$ cat src/design/atfb_pkg.sv
// shared constants and types for the api transmit frame builder
package atfb_pkg;

    localparam int POS_W = 5;
    typedef logic [POS_W-1:0] pos_t;

    // position of each byte within the byte sequence of one frame
    localparam pos_t POS_DELIM     = 5'd0;
    localparam pos_t POS_LEN_HI    = 5'd1;
    localparam pos_t POS_LEN_LO    = 5'd2;
    localparam pos_t POS_TYPE      = 5'd3;
    localparam pos_t POS_FRAME_ID  = 5'd4;
    localparam pos_t POS_DEST_MSB  = 5'd5;
    localparam pos_t POS_DEST_LSB  = 5'd12;
    localparam pos_t POS_ADDR16_HI = 5'd13;
    localparam pos_t POS_ADDR16_LO = 5'd14;
    localparam pos_t POS_OPT_HI    = 5'd15;
    localparam pos_t POS_OPT_LO    = 5'd16;
    localparam pos_t POS_DATA      = 5'd17;
    localparam pos_t POS_CSUM      = 5'd18;

    localparam logic [7:0] HDR_DELIM     = 8'h7E;
    localparam logic [7:0] HDR_TYPE      = 8'h10;
    localparam logic [7:0] HDR_FRAME_ID  = 8'h01;
    localparam logic [7:0] HDR_ADDR16_HI = 8'hFF;
    localparam logic [7:0] HDR_ADDR16_LO = 8'hFE;
    localparam logic [7:0] HDR_OPTIONS   = 8'h00;

    // frame length field counts the payload plus the fixed api fields
    localparam logic [15:0] LEN_OFFSET = 16'd14;

    typedef struct packed {
        logic [7:0] value;
        logic       summed;
        logic       frame_end;
    } byte_info_t;

endpackage

$ cat src/design/atfb_byte_sel.sv
// selects the frame byte for one sequence position
module atfb_byte_sel (
    input  atfb_pkg::pos_t      pos,
    input  logic [7:0]          data_byte,
    input  logic [63:0]         dest_address,
    input  logic [15:0]         frame_len,
    input  logic [7:0]          running_sum,
    output atfb_pkg::byte_info_t info
);
    import atfb_pkg::*;

    logic [2:0] dest_idx;
    pos_t       dest_off;

    // most significant destination byte goes first
    assign dest_off = POS_DEST_LSB - pos;
    assign dest_idx = dest_off[2:0];

    always_comb begin
        info.value     = 8'h00;
        info.summed    = 1'b1;
        info.frame_end = 1'b0;
        if (pos >= POS_DEST_MSB && pos <= POS_DEST_LSB) begin
            info.value = dest_address[{dest_idx, 3'b000} +: 8];
        end else begin
            case (pos)
                POS_DELIM: begin
                    info.value  = HDR_DELIM;
                    info.summed = 1'b0;
                end
                POS_LEN_HI: begin
                    info.value  = frame_len[15:8];
                    info.summed = 1'b0;
                end
                POS_LEN_LO: begin
                    info.value  = frame_len[7:0];
                    info.summed = 1'b0;
                end
                POS_TYPE:      info.value = HDR_TYPE;
                POS_FRAME_ID:  info.value = HDR_FRAME_ID;
                POS_ADDR16_HI: info.value = HDR_ADDR16_HI;
                POS_ADDR16_LO: info.value = HDR_ADDR16_LO;
                POS_OPT_HI:    info.value = HDR_OPTIONS;
                POS_OPT_LO:    info.value = HDR_OPTIONS;
                POS_DATA:      info.value = data_byte;
                POS_CSUM: begin
                    info.value     = ~running_sum;
                    info.summed    = 1'b0;
                    info.frame_end = 1'b1;
                end
                default: begin
                    info.value  = 8'h00;
                    info.summed = 1'b0;
                end
            endcase
        end
    end

endmodule

$ cat src/design/api_transmit_frame_builder.sv
// top level: api transmit-request frame builder
// Takes payload words on the s_ channel and sends the framed byte stream on
// the m_ channel, one byte per word. The first word of a frame also carries
// s_payload_length and s_dest_address; they are ignored on later words. A
// length of zero is taken as one, a length above MAX_PAYLOAD as MAX_PAYLOAD.
// The first word of a frame yields 17 header bytes and the payload byte, a
// middle word yields its byte, and the last word adds the checksum byte,
// marked by m_frame_end.
// An accepted word sits in a holding register; one byte a cycle moves from
// it into the output register while that register is empty or m_ready is
// high, so the first byte reaches m_ from the holding register by way of
// the output register. Payload of middle words streams at one word per
// cycle while m_ready stays high. The next word is taken in the cycle its
// predecessor's last byte moves to the output register.
// When m_ready is low the output register holds, the holding register fills
// and s_ready drops. Reset (aresetn low, synchronous) empties both registers
// and returns the block to the start of a frame.
module api_transmit_frame_builder #(
    parameter int MAX_PAYLOAD = 256
) (
    input  logic        aclk,
    input  logic        aresetn,
    input  logic        s_valid,
    output logic        s_ready,
    input  logic [7:0]  s_data_byte,
    input  logic [8:0]  s_payload_length,
    input  logic [63:0] s_dest_address,
    output logic        m_valid,
    input  logic        m_ready,
    output logic [7:0]  m_out_byte,
    output logic        m_frame_end
);
    import atfb_pkg::*;

    localparam int CNT_W = $clog2(MAX_PAYLOAD + 1);

    logic             hold_valid_reg, hold_valid_next;
    logic             fresh_reg, fresh_next;
    pos_t             pos_reg, pos_next;
    logic [7:0]       data_reg;
    logic [8:0]       len_reg;
    logic [63:0]      dest_reg;
    logic [CNT_W-1:0] rem_reg, rem_next;
    logic [7:0]       sum_reg, sum_next;
    logic             m_valid_reg;
    logic [7:0]       m_out_byte_reg;
    logic             m_frame_end_reg;

    pos_t             eff_pos;
    int               plen;
    logic [CNT_W-1:0] rem_after;
    logic [15:0]      frame_len;
    logic             emit;
    logic             last_step;
    logic             s_fire;
    byte_info_t       info;

    always_comb begin
        plen = int'(len_reg);
        if (plen == 0) begin
            plen = 1;
        end
        if (plen > MAX_PAYLOAD) begin
            plen = MAX_PAYLOAD;
        end
    end

    assign frame_len = 16'(plen) + LEN_OFFSET;

    // a word opens a frame when no payload bytes are still due
    assign eff_pos   = fresh_reg ? ((rem_reg == '0) ? POS_DELIM : POS_DATA) : pos_reg;
    assign rem_after = ((rem_reg == '0) ? CNT_W'(plen) : rem_reg) - CNT_W'(1);

    assign emit      = hold_valid_reg && (!m_valid_reg || m_ready);
    assign last_step = (eff_pos == POS_CSUM) || (eff_pos == POS_DATA && rem_after != '0);
    assign s_ready   = !hold_valid_reg || (emit && last_step);
    assign s_fire    = s_valid && s_ready;

    atfb_byte_sel u_byte_sel (
        .pos          (eff_pos),
        .data_byte    (data_reg),
        .dest_address (dest_reg),
        .frame_len    (frame_len),
        .running_sum  (sum_reg),
        .info         (info)
    );

    always_comb begin
        hold_valid_next = hold_valid_reg;
        fresh_next      = fresh_reg;
        pos_next        = pos_reg;
        rem_next        = rem_reg;
        sum_next        = sum_reg;
        if (emit) begin
            fresh_next = 1'b0;
            pos_next   = eff_pos + pos_t'(1);
            if (eff_pos == POS_DELIM) begin
                sum_next = 8'h00;
            end else if (eff_pos == POS_CSUM) begin
                sum_next = 8'h00;
            end else if (info.summed) begin
                sum_next = sum_reg + info.value;
            end
            if (eff_pos == POS_DATA) begin
                rem_next = rem_after;
            end
            if (last_step) begin
                hold_valid_next = 1'b0;
            end
        end
        if (s_fire) begin
            hold_valid_next = 1'b1;
            fresh_next      = 1'b1;
        end
    end

    always_ff @(posedge aclk) begin
        if (!aresetn) begin
            hold_valid_reg <= 1'b0;
            fresh_reg      <= 1'b0;
            pos_reg        <= POS_DELIM;
            rem_reg        <= '0;
            sum_reg        <= 8'h00;
            m_valid_reg    <= 1'b0;
        end else begin
            hold_valid_reg <= hold_valid_next;
            fresh_reg      <= fresh_next;
            pos_reg        <= pos_next;
            rem_reg        <= rem_next;
            sum_reg        <= sum_next;
            if (emit) begin
                m_valid_reg <= 1'b1;
            end else if (m_ready) begin
                m_valid_reg <= 1'b0;
            end
        end
    end

    always_ff @(posedge aclk) begin
        if (s_fire) begin
            data_reg <= s_data_byte;
            len_reg  <= s_payload_length;
            dest_reg <= s_dest_address;
        end
        if (emit) begin
            m_out_byte_reg  <= info.value;
            m_frame_end_reg <= info.frame_end;
        end
    end

    assign m_valid     = m_valid_reg;
    assign m_out_byte  = m_out_byte_reg;
    assign m_frame_end = m_frame_end_reg;

endmodule

$ cat config.mk
export PLATFORM = sky130hd
export DESIGN_NAME = api_transmit_frame_builder
export DESIGN_NICKNAME = d
export VERILOG_FILES = /design/src/design/atfb_pkg.sv /design/src/design/atfb_byte_sel.sv /design/src/design/api_transmit_frame_builder.sv
export SDC_FILE = /design/constraint.sdc
export NUM_CORES = 1
export LEC_CHECK = 0
export BUFFER_PORTS_ARGS = -buffer_cell sky130_fd_sc_hd__buf_4
export CAP_MARGIN = 20
export CORE_MARGIN = 5
export CORE_UTILIZATION = 41
export CTS_CLUSTER_DIAMETER = 60
export CTS_CLUSTER_SIZE = 28
export DETAILED_ROUTE_END_ITERATION = 8
export PLACE_DENSITY = 0.65
export SLEW_MARGIN = 20
export SYNTH_ARGS = -nofsm -noshare
export SYNTH_HDL_FRONTEND = slang
export SYNTH_SLANG_ARGS = --single-unit
$ cat constraint.sdc
create_clock -name aclk -period 17.4 [get_ports aclk]
set_clock_uncertainty 0.15 [all_clocks]
set_input_delay 3.48 -clock aclk [delete_from_list [all_inputs] [get_ports aclk]]
set_output_delay 3.48 -clock aclk [all_outputs]
set_load 0.02 [all_outputs]
# After elaboration in Yosys (flattened, before gate mapping)

Index checks and enable logic that the tools add are counted.

Reduce and logical (&&, ||, !) cells: 22
Multiplexer cells: 20
Bitwise operators: 1
Order comparisons: 3
Add/subtract/negate cells: 5
Shifts and indexed selects: 1
Eq/ne operators: 10

Operators by type and width:

| operator              | number |
|---|---|
| $pmux 8 s9            | 1 |
| $shiftx 64x7->8       | 1 |
| $gt 32x10->1 const B  | 1 |
| $mux 8                | 4 |
| $logic_not 9->1       | 2 |
| $mux 9                | 2 |
| $add 16x4->16 const B | 1 |
| $mux 16               | 1 |
| $eq 5x4->1 const B    | 3 |
| $eq 5x5->1 const B    | 3 |
| $eq 5x2->1 const B    | 2 |
| $mux 5                | 2 |
| $mux 1                | 9 |
| $reduce_bool 9->1     | 1 |
| $sub 9x1->9 const B   | 1 |
| $add 8x8->8           | 1 |
| $not 8->8             | 1 |
| $reduce_or 7->1       | 1 |
| $reduce_and 2->1      | 3 |
| $reduce_bool 2->1     | 3 |
| $add 5x1->5 const B   | 1 |
| $eq 5x1->1 const B    | 1 |
| $eq 5x3->1 const B    | 1 |
| $ge 5x3->1 const B    | 1 |
| 8 further kinds       | 15 |

Word-level logic and storage cells: 73
Register bits after elaboration: 115
Output and inout bits: 11
Input bits: 85

# Logic depth before layout (Yosys ltp)

Gate-level depths: netlist of the first run.

Depth in word-level cells: 14
Mapped depth: 24
Depth with buffers taken out: 20

# Modules after synthesis

A second synthesis of the first run with hierarchy kept.

Cell total of the unflattened synthesis: 500
Area total of the unflattened synthesis: 5990.7 sq um

Modules (own cells, without submodules):

| module                     | cells an instance | times used | area an instance (sq um) |
|---|---|---|---|
| api_transmit_frame_builder | 372               | 1          | 4849.7 |
| atfb_byte_sel              | 128               | 1          | 1141.1 |

# Least setup slack after synthesis of the first run

OpenSTA, ideal clock, no wires.

Path kind: input -> register
Start point: input m_ready
End point: register data_reg[0] (enable)
Arrival time: 7.159 ns
Data required time: 16.729 ns
Stages: 4
Path buffers: 0
Setup slack: 9.570 ns
Cells stage by stage: nor2b_1 o21ai_0 nand2_1 nor2_1

Cells in the longest elaborated chain, start to end: 5

RTL lines:

| what                   | RTL line                          | RTL |
|---|---|---|
| start: declaration     | api_transmit_frame_builder.sv:29  | `input logic m_ready,` |
| $logic_or 1x1->1       | api_transmit_frame_builder.sv:74  | `assign emit = hold_valid_reg && (!m_valid_reg \|\| m_ready);` |
| $logic_and 1x1->1      | api_transmit_frame_builder.sv:74  |  |
| $logic_and 1x1->1      | api_transmit_frame_builder.sv:76  | `assign s_ready = !hold_valid_reg \|\| (emit && last_step);` |
| $logic_or 1x1->1       | api_transmit_frame_builder.sv:76  |  |
| $logic_and 1x1->1      | api_transmit_frame_builder.sv:77  | `assign s_fire = s_valid && s_ready;` |
| end signal: assignment | api_transmit_frame_builder.sv:141 | `data_reg <= s_data_byte;` |
| end: declaration       | api_transmit_frame_builder.sv:40  | `logic [7:0] data_reg;` |

No other way between the ends.
A chain may end at the register's enable or synchronous reset.

# Worst setup path after layout of the first run

Start point: input m_ready
End point: output s_ready

Cells in the longest elaborated chain, start to end: 4

RTL lines:

| what              | RTL line                         | RTL |
|---|---|---|
| $logic_or 1x1->1  | api_transmit_frame_builder.sv:74 |  |
| $logic_and 1x1->1 | api_transmit_frame_builder.sv:74 |  |
| $logic_and 1x1->1 | api_transmit_frame_builder.sv:76 |  |
| $logic_or 1x1->1  | api_transmit_frame_builder.sv:76 |  |
| end: declaration  | api_transmit_frame_builder.sv:24 | `output logic s_ready,` |

No other way between the ends.

==> reports/results.ini, run 1 <==
[cells_and_area]
antenna_cells = 0
final_common_cell = buf_4
largest_reg_flops = 64
drive_gt1_share_pct = 29.1
fill_cells = 1145
area_growth_pct = 25.8
mostFrequentLayoutCells = buf_4, edfxtp_1, nor2_1
final_area_um2 = 7160
layout.nets = 641

[floorplanning]
placementRows = 43
ioPinCount = 96
core_area_um2 = 13700
fp.dieW_um = 128
die_h_um = 128
initial_core_util_pct = 41.5
die_area_um2 = 16300

[global_route]
grt_util_all_layers_pct = 17.5
antenna_found_initial = 0
grt-ovfl-total = 0
grt_pass1_vias = 4204
grt_pass1_wl_mm = 21.9
grt_start_max_net_pins = 82

[setup_path]
critPathMaxFanout = 3
worst_ep_arrival_time_ps = 4240
cp-start-kind = primary input
worstPathRequired_ps = 13770
end_kind = output port
critical_path_class = in -> out

[routing]
vias_per_cell = 5.54
num_vias = 4069
firstDrtPassIters = 5
ant_nets = 0
drcViolationCount = 0
drt_iter0_drc = 227
post_drt_wl_per_cell_um = 18.6
routed_wl_mm = 13.6

[placed_design]
placed_area_um2 = 6570
dp_slack_ps = 9560
dp_hpwl_mm = 9.67
io_buffers = 95
place.gp.congestion = 0.896

[timing]
rsz0062_at_grt = no
setup_viol = 0
fmax_mhz = 127
tightest_slew_ps = 1050
layout_setup_ws_ps = 9530
finalCriticalPeriod_ps = 7870
hold_viol = 0
setup_tns_ps = 0
max_slew_margin_pct = 30.0
min_period_over_period_pct = 45.2
report.final.slew_viol_count = 0

[cts]
post-cts-setup-buffers = 0
cts_root_buf = clkbuf_16
tritoncts = built
ctsResizeCount = 0
clkLatencyLatePin_ps = 420
cts_buffers = 17
clock-sinks = 115
h-tree-depth = 4
postCtsHoldBufs = 0
cts.reportedPaths.clkPinSlew_ps = 50
cts_max_path_buffers = 2

[power_and_ir_drop]
total_power_mw = 0.854
ir_drop_mv = 0.0655
p_leak_nw = 2.68
powerDensity_nw_per_um2 = 119

[yosys]
synth_seq_area_share_pct = 56.3
ys_types = 80
yosys-top-cells-area = edfxtp_1, dfxtp_1, mux4_1, mux4_2, ha_1
postSynthAreaPerCell_um2 = 12.8
synthCells = 443
ys_ff_latch = 115
syn_area_um2 = 5690
synth_nets = 543
yosysTopAreaCell = edfxtp_1
synth_edf_count = 90
synth_top_area_share_pct = 47.5
synth_top_flop_cell = edfxtp_1
async_reset_ff_share_pct = 0
yosysWarnings = 0

[run_status]
status = completed

[flow_run]
maxCapViolCount = 0

[hold_path]
worst_hold_path_type = reg -> reg

worst max-delay path, stage by stage:
cell and delay [ps]:
buf_4 110, nor2b_1 160, o21ai_0 110, nand2_1 170, inv_2 50, buf_4 150
worst paths after layout:
check | from | end | slack [ps] | cells past startpoint
worst max-delay path | m_ready | s_ready | 9530 | 6
worst min-delay path | sum_reg[7]$_SDFFE_PN0P_ | sum_reg[7]$_SDFFE_PN0P_ | 340 | 2
worst max register to register | fresh_reg$_SDFFE_PN0P_ | sum_reg[7]$_SDFFE_PN0P_ | 11300 | 18
worst min register to register | sum_reg[7]$_SDFFE_PN0P_ | sum_reg[7]$_SDFFE_PN0P_ | 340 | 2
layout make-up:
| cell class | instances | area (µm²) | area share [%] |
|---|---|---|---|
| flip-flops and latches | 115 | 3200 | 44.8 |
| multi-input cells | 292 | 2350 | 32.9 |
| well taps | 180 | 225 | 3.15 |
| inverters | 19 | 71.3 | 0.997 |
| clock buffers | 18 | 429 | 6.00 |
| repair buffers | 96 | 721 | 10.1 |
| clock inverters | 14 | 154 | 2.15 |
report_power, final:
part	switching (mW)	internal (mW)
Sequential	0.0125	0.322
Clock	0.130	0.212
Combinational	0.0988	0.0791
Total	0.241	0.613
per-layer routing:
metal / vias to the layer above / wire length [µm] / global-route usage, %
met1: 1976 / 5940 / 22.8
met2: 156 / 6660 / 28.1
met3: 13 / 859 / 4.75
met4: 0 / 160 / 6.43
li1: 1924 / - / -
met5: - / 0 / 0
Yosys cell counts (all sizes together), types with 3 or more instances:
cell / n
xor2: 5
nor2b: 4
edfxtp: 90
a211oi: 12
a31oi: 5
o21ai: 16
nand2: 29
nand2b: 8
a2111oi: 3
nor3b: 3
a21o: 3
inv: 17
and2: 4
clkbuf: 10
a21oi: 22
nor4: 3
or4: 5
o21bai: 3
mux4: 16
dfxtp: 25
xnor2: 10
buf: 7
o22ai: 5
a22oi: 10
ha: 14
nor2: 39
nand3b: 3
o211ai: 4
or3: 3
nand3: 9
nor3: 10
mux2i: 9
metrics by stage:
step                util (%)  hold slack (ps)  instances
floorplan                  -              311        443
global placement        47.9              321        702
detailed placement      47.9              328        702
CTS                     52.2              336        734
global route            52.2              358        734
finish                  52.2              339        734
cell families (layout without fill, tap and decap cells):
kind of cell	count (synthesis)	count (layout)	synth area share (%)
mux	26	26	8.64
simple gates	132	132	13.0
xor+xnor	15	15	2.44
flops	115	115	56.3
buf+inv	36	147	2.62
compound gates	104	104	13.6
fa+ha+maj	15	15	3.43
Power figures use the tool's default switching activity.
==> run 2: changes to the inputs <==
==> constraint.sdc (replaced) <==
create_clock -name aclk -period 7.4 [get_ports aclk]
set_clock_uncertainty 0.15 [all_clocks]
set_input_delay 1.48 -clock aclk [delete_from_list [all_inputs] [get_ports aclk]]
set_output_delay 1.48 -clock aclk [all_outputs]
set_load 0.02 [all_outputs]
==> reports/results.ini, run 2 (synthesis gave the netlist of run 1 again) <==
[run_status]
status = completed

[cts]
cts_max_path_buffers = 2  ; unchanged
cts_buffers = 17  ; unchanged
ctsResizeCount = 0  ; unchanged
cts.reportedPaths.clkPinSlew_ps = 60  ; about the same
post-cts-setup-buffers = 0  ; unchanged
postCtsHoldBufs = 0  ; unchanged
cts_root_buf = clkbuf_16
tritoncts = built
clkLatencyLatePin_ps = 430  ; about the same
clock-sinks = 115  ; unchanged
h-tree-depth = 4  ; unchanged

[cells_and_area]
largest_reg_flops = 64  ; unchanged
antenna_cells = 0  ; unchanged
drive_gt1_share_pct = 29.2  ; +0.18 points
area_growth_pct = 25.6
mostFrequentLayoutCells = buf_4, edfxtp_1, nor2_1
layout.nets = 641  ; unchanged
final_common_cell = buf_4

[power_and_ir_drop]
powerDensity_nw_per_um2 = 278  ; +130%
p_int_mw = 1.41  ; +130%
ir_drop_mv = 0.218  ; +230%
p_leak_nw = 2.68  ; +0.26%
power_switching_mw = 0.575  ; +140%
p_clk_share_pct = 39.7  ; -0.3 points
switching_share_pct = 28.9  ; +0.67 points
pwr-share-seq_pct = 39.7  ; +0.5 points
power_frac_comb_pct = 20.6  ; -0.2 points

[setup_path]
rr_worst_depth = 18  ; unchanged
cp_top_family = compound AO/OA/AOI/OAI gates
critical_path_class = reg -> reg
crit_slowest_cell = a31oi_4
slowest_delay_ps = 800  ; +630 ps
cp_common_cell = ha_1
cp-start-kind = flip-flop
crit_buf_inv = 1  ; -2
critPathMaxFanout = 22  ; +19
crit_chain = nor2_1 > a31oi_4 > inv_1 > ha_1 > and3b_1 > nand4_1 > nand3b_1 > o41ai_2 > o22ai_1 > ha_1 > a21o_1 > a21oi_1 > o21bai_1 > a2111oi_0 > nor3_1 > xnor2_1 > mux2_1 > a21oi_2
worst_ep_arrival_time_ps = 5980  ; +1740 ps
worstPathRequired_ps = 7580  ; -6190 ps
cp.depth = 18  ; +12
end_kind = flip-flop

[timing]
setup_tns_ps = 0  ; unchanged
finalCriticalPeriod_ps = 5800
min_period_over_period_pct = 78.4
layout_setup_ws_ps = 1600  ; -7930 ps
tightest_slew_ps = 965  ; -85.5 ps
max_slew_margin_pct = 35.7  ; +5.7 points
rsz0062_at_grt = no
setup_viol = 0  ; unchanged
fmax_mhz = 172
hold_viol = 0  ; unchanged
report.final.slew_viol_count = 0  ; unchanged

[placed_design]
dp_slack_ps = 1600  ; -7960 ps
io_buffers = 95  ; unchanged
dp_hpwl_mm = 10.1  ; +4.0%
place.gp.congestion = 0.929  ; +3.6%

[floorplanning]
ioPinCount = 96  ; unchanged
placementRows = 43  ; unchanged
die_area_um2 = 16300  ; unchanged
die_h_um = 128  ; unchanged
initial_core_util_pct = 41.5  ; unchanged
core_area_um2 = 13700  ; unchanged
fp.dieW_um = 128  ; unchanged

[routing]
routed_wl_mm = 13.5  ; -0.82%
vias_per_cell = 5.50  ; -0.71%
num_vias = 4040  ; -0.71%
drcViolationCount = 0  ; unchanged
ant_nets = 0  ; unchanged
firstDrtPassIters = 5  ; unchanged
post_drt_wl_per_cell_um = 18.4  ; -0.82%
drt_iter0_drc = 315  ; +39%

[hold_path]
min_path_cells = 2  ; unchanged
worst_hold_path_type = reg -> reg

[global_route]
grt_pass1_vias = 4053  ; -3.6%
grt-ovfl-total = 0  ; unchanged
grt_pass1_wl_mm = 21.2  ; -3.2%
grt_start_max_net_pins = 54  ; -34%
antenna_found_initial = 0  ; unchanged
grt_util_all_layers_pct = 17.1  ; -0.43 points

[flow_run]
maxCapViolCount = 0  ; unchanged

==> run 2: worst min-delay path: stages, from the launching register on <==
cell and delay (ps):
dfxtp_1 320, nand2_1 80, a21oi_2 50
==> run 2: metal layers <==
metal	GRT usage (%)	routed length, µm	vias up
li1	-	-	1917
met1	22.4	5930	1938
met5	0	0	-
met4	7.93	437	0
met2	25.5	6230	156
met3	5.88	917	29
==> run 2: path summary, 6_finish.rpt <==
kind / from / endpoint / slack [ps]
max: fresh_reg$_SDFFE_PN0P_ / sum_reg[7]$_SDFFE_PN0P_ / 1600
min: sum_reg[7]$_SDFFE_PN0P_ / sum_reg[7]$_SDFFE_PN0P_ / 340
max reg2reg: fresh_reg$_SDFFE_PN0P_ / sum_reg[7]$_SDFFE_PN0P_ / 1600
min reg2reg: sum_reg[7]$_SDFFE_PN0P_ / sum_reg[7]$_SDFFE_PN0P_ / 340
==> run 2: power groups by stage <==
| stage | clock network (mW) | logic [mW] | registers [mW] |
|---|---|---|---|
| floorplan | 0 | 0.290 | 0.798 |
| global placement | 0 | 0.405 | 0.800 |
| detailed placement | 0 | 0.412 | 0.802 |
| CTS | 0.803 | 0.412 | 0.789 |
| global route | 0.833 | 0.449 | 0.795 |
| finish | 0.789 | 0.410 | 0.789 |
==> run 2: layout make-up <==
cell class,count,area (µm²)
clock buffers,17,425
repair buffers,96,721
well taps,180,225
multi-input cells,292,2350
clock inverters,15,148
flip-flops and latches,115,3200
fillers,1182,6570
inverters,19,71.3
==> run 2: stage by stage <==
| stage | hold slack [ps] | instance area [µm²] | utilization (%) | std cells | total power [mW] |
|---|---|---|---|---|---|
| 3_3_place_gp | 322 | 6570 | 47.9 | 702 | 1.21 |
| 4_1_cts | 344 | 7150 | 52.1 | 734 | 2.00 |
| 2_1_floorplan | 311 | 5690 | - | 443 | 1.09 |
| 5_1_grt | 367 | 7150 | 52.1 | 734 | 2.08 |
| 3_5_place_dp | 334 | 6570 | 47.9 | 702 | 1.21 |
| 6_report | 343 | 7150 | 52.1 | 734 | 1.99 |
==> run 3: changes to the inputs <==
==> constraint.sdc (replaced) <==
create_clock -name aclk -period 5.69 [get_ports aclk]
set_clock_uncertainty 0.15 [all_clocks]
set_input_delay 1.138 -clock aclk [delete_from_list [all_inputs] [get_ports aclk]]
set_output_delay 1.138 -clock aclk [all_outputs]
set_load 0.02 [all_outputs]
==> reports/results.ini, run 3 (synthesis gave the netlist of run 1 again) <==
[cts]
postCtsHoldBufs = 0  ; unchanged
clkLatencyLatePin_ps = 410  ; -20 ps
cts_max_path_buffers = 2  ; unchanged
h-tree-depth = 4  ; unchanged
cts.reportedPaths.clkPinSlew_ps = 50  ; about the same
cts_root_buf = clkbuf_16
cts_buffers = 17  ; unchanged
clock-sinks = 115  ; unchanged
tritoncts = built
post-cts-setup-buffers = 0  ; unchanged
ctsResizeCount = 0  ; unchanged

[setup_path]
end_kind = output port
r2r-start = rem_reg[6]$_SDFFE_PN0P_
worstPathRequired_ps = 4400  ; -3180 ps
critPathMaxFanout = 11  ; -50%
critical_path_class = reg -> out
crit_start = len_reg[2]$_DFFE_PP_
worst_ep_arrival_time_ps = 3640  ; -2340 ps
cp-start-kind = flip-flop

[routing]
vias_per_cell = 5.56  ; +0.95%
post_drt_wl_per_cell_um = 18.9  ; +2.6%
num_vias = 4106  ; +1.6%
routed_wl_mm = 14.0  ; +3.3%
drcViolationCount = 0  ; unchanged
ant_nets = 0  ; unchanged
firstDrtPassIters = 5  ; unchanged
drt_iter0_drc = 285  ; -9.5%

[global_route]
grt_start_max_net_pins = 81  ; +50%
grt_pass1_vias = 4131  ; +1.9%
grt_util_all_layers_pct = 17.5  ; +0.40 points
grt-ovfl-total = 0  ; unchanged
grt_pass1_wl_mm = 21.8  ; +2.9%
antenna_found_initial = 0  ; unchanged

[floorplanning]
initial_core_util_pct = 41.5  ; unchanged
die_h_um = 128  ; unchanged
placementRows = 43  ; unchanged
core_area_um2 = 13700  ; unchanged
die_area_um2 = 16300  ; unchanged
fp.dieW_um = 128  ; unchanged
ioPinCount = 96  ; unchanged

[placed_design]
dp_hpwl_mm = 10.2  ; +1.4%
io_buffers = 95  ; unchanged
place.gp.congestion = 0.960  ; +3.4%
placed_area_um2 = 6610  ; +0.57%

[timing]
finalCriticalPeriod_ps = 4930
max_slew_margin_pct = 33.8  ; -1.9 points
setup_viol = 0  ; unchanged
setup_tns_ps = 0  ; unchanged
report.final.slew_viol_count = 0  ; unchanged
min_period_over_period_pct = 86.6
rsz0062_at_grt = no
tightest_slew_ps = 993  ; +28.1 ps
hold_viol = 0  ; unchanged
fmax_mhz = 203

[cells_and_area]
final_common_cell = buf_4
antenna_cells = 0  ; unchanged
drive_gt1_share_pct = 29.3  ; +0.096 points
final_area_um2 = 7130  ; -0.23%
largest_reg_flops = 64  ; unchanged
layout.nets = 646  ; +0.78%
mostFrequentLayoutCells = buf_4, edfxtp_1, nor2_1
area_growth_pct = 25.3

[flow_run]
maxCapViolCount = 0  ; unchanged

[power_and_ir_drop]
p_leak_nw = 2.67  ; -0.35%
ir_drop_mv = 0.204  ; -6.3%
powerDensity_nw_per_um2 = 352  ; +26%

[run_status]
status = completed

[hold_path]
worst_hold_path_type = reg -> reg
worstHoldStart = sum_reg[7]$_SDFFE_PN0P_

-- run 3: final timing paths --
check	endpoint	slack, ps	depth (start not counted)
max reg2reg	sum_reg[7]$_SDFFE_PN0P_	890	18
min	sum_reg[7]$_SDFFE_PN0P_	340	2
min reg2reg	sum_reg[7]$_SDFFE_PN0P_	340	2
max	s_ready	760	13
-- run 3: report_power, final --
| group | switching, mW | leakage [nW] | internal (mW) |
|---|---|---|---|
| Sequential | 0.0377 | 1.06 | 0.986 |
| Combinational | 0.313 | 1.37 | 0.250 |
| Clock | 0.372 | 0.241 | 0.549 |
-- run 3: routing by layer --
metal / GRT usage (%) / vias to the layer above / share of wire, %
met4: 7.18 / 0 / 2.9
met3: 5.04 / 40 / 6.9
met2: 27.6 / 184 / 48
met1: 22.7 / 1946 / 43
li1: - / 1936 / -
met5: 0 / - / 0
-- run 3: through the flow --
step	total power [mW]	utilization (%)	hold WS (ps)	worst slack, ps	std cells
after CTS	2.53	52.0	336	771	739
after detailed placement	1.60	48.2	327	1020	707
after global placement	1.59	48.2	328	1040	707
after global routing	2.62	52.0	352	485	739
final	2.51	52.0	336	761	739
after floorplan	1.41	-	311	555	443
-- run 3: critical path: stages (launching register included) --
cell	delay [ps]
edfxtp_1	530
or4_1	590
o21ai_1	290
and2_1	210
a21oi_1	100
ha_1	280
nand3b_1	130
a211oi_1	60
o32a_1	330
nor3_1	210
nand4_1	130
nand2_1	170
inv_2	50
buf_4	150
-- run 3: layout make-up --
cell class                      count  area (µm²)
Fill cell                        1189        6590
Sequential cell                   115        3200
Multi-Input combinational cell    292        2350
Timing Repair Buffer              101         758
Clock buffer                       18         429
Tap cell                          180         225
Clock inverter                     14        90.1
Inverter                           19        71.3
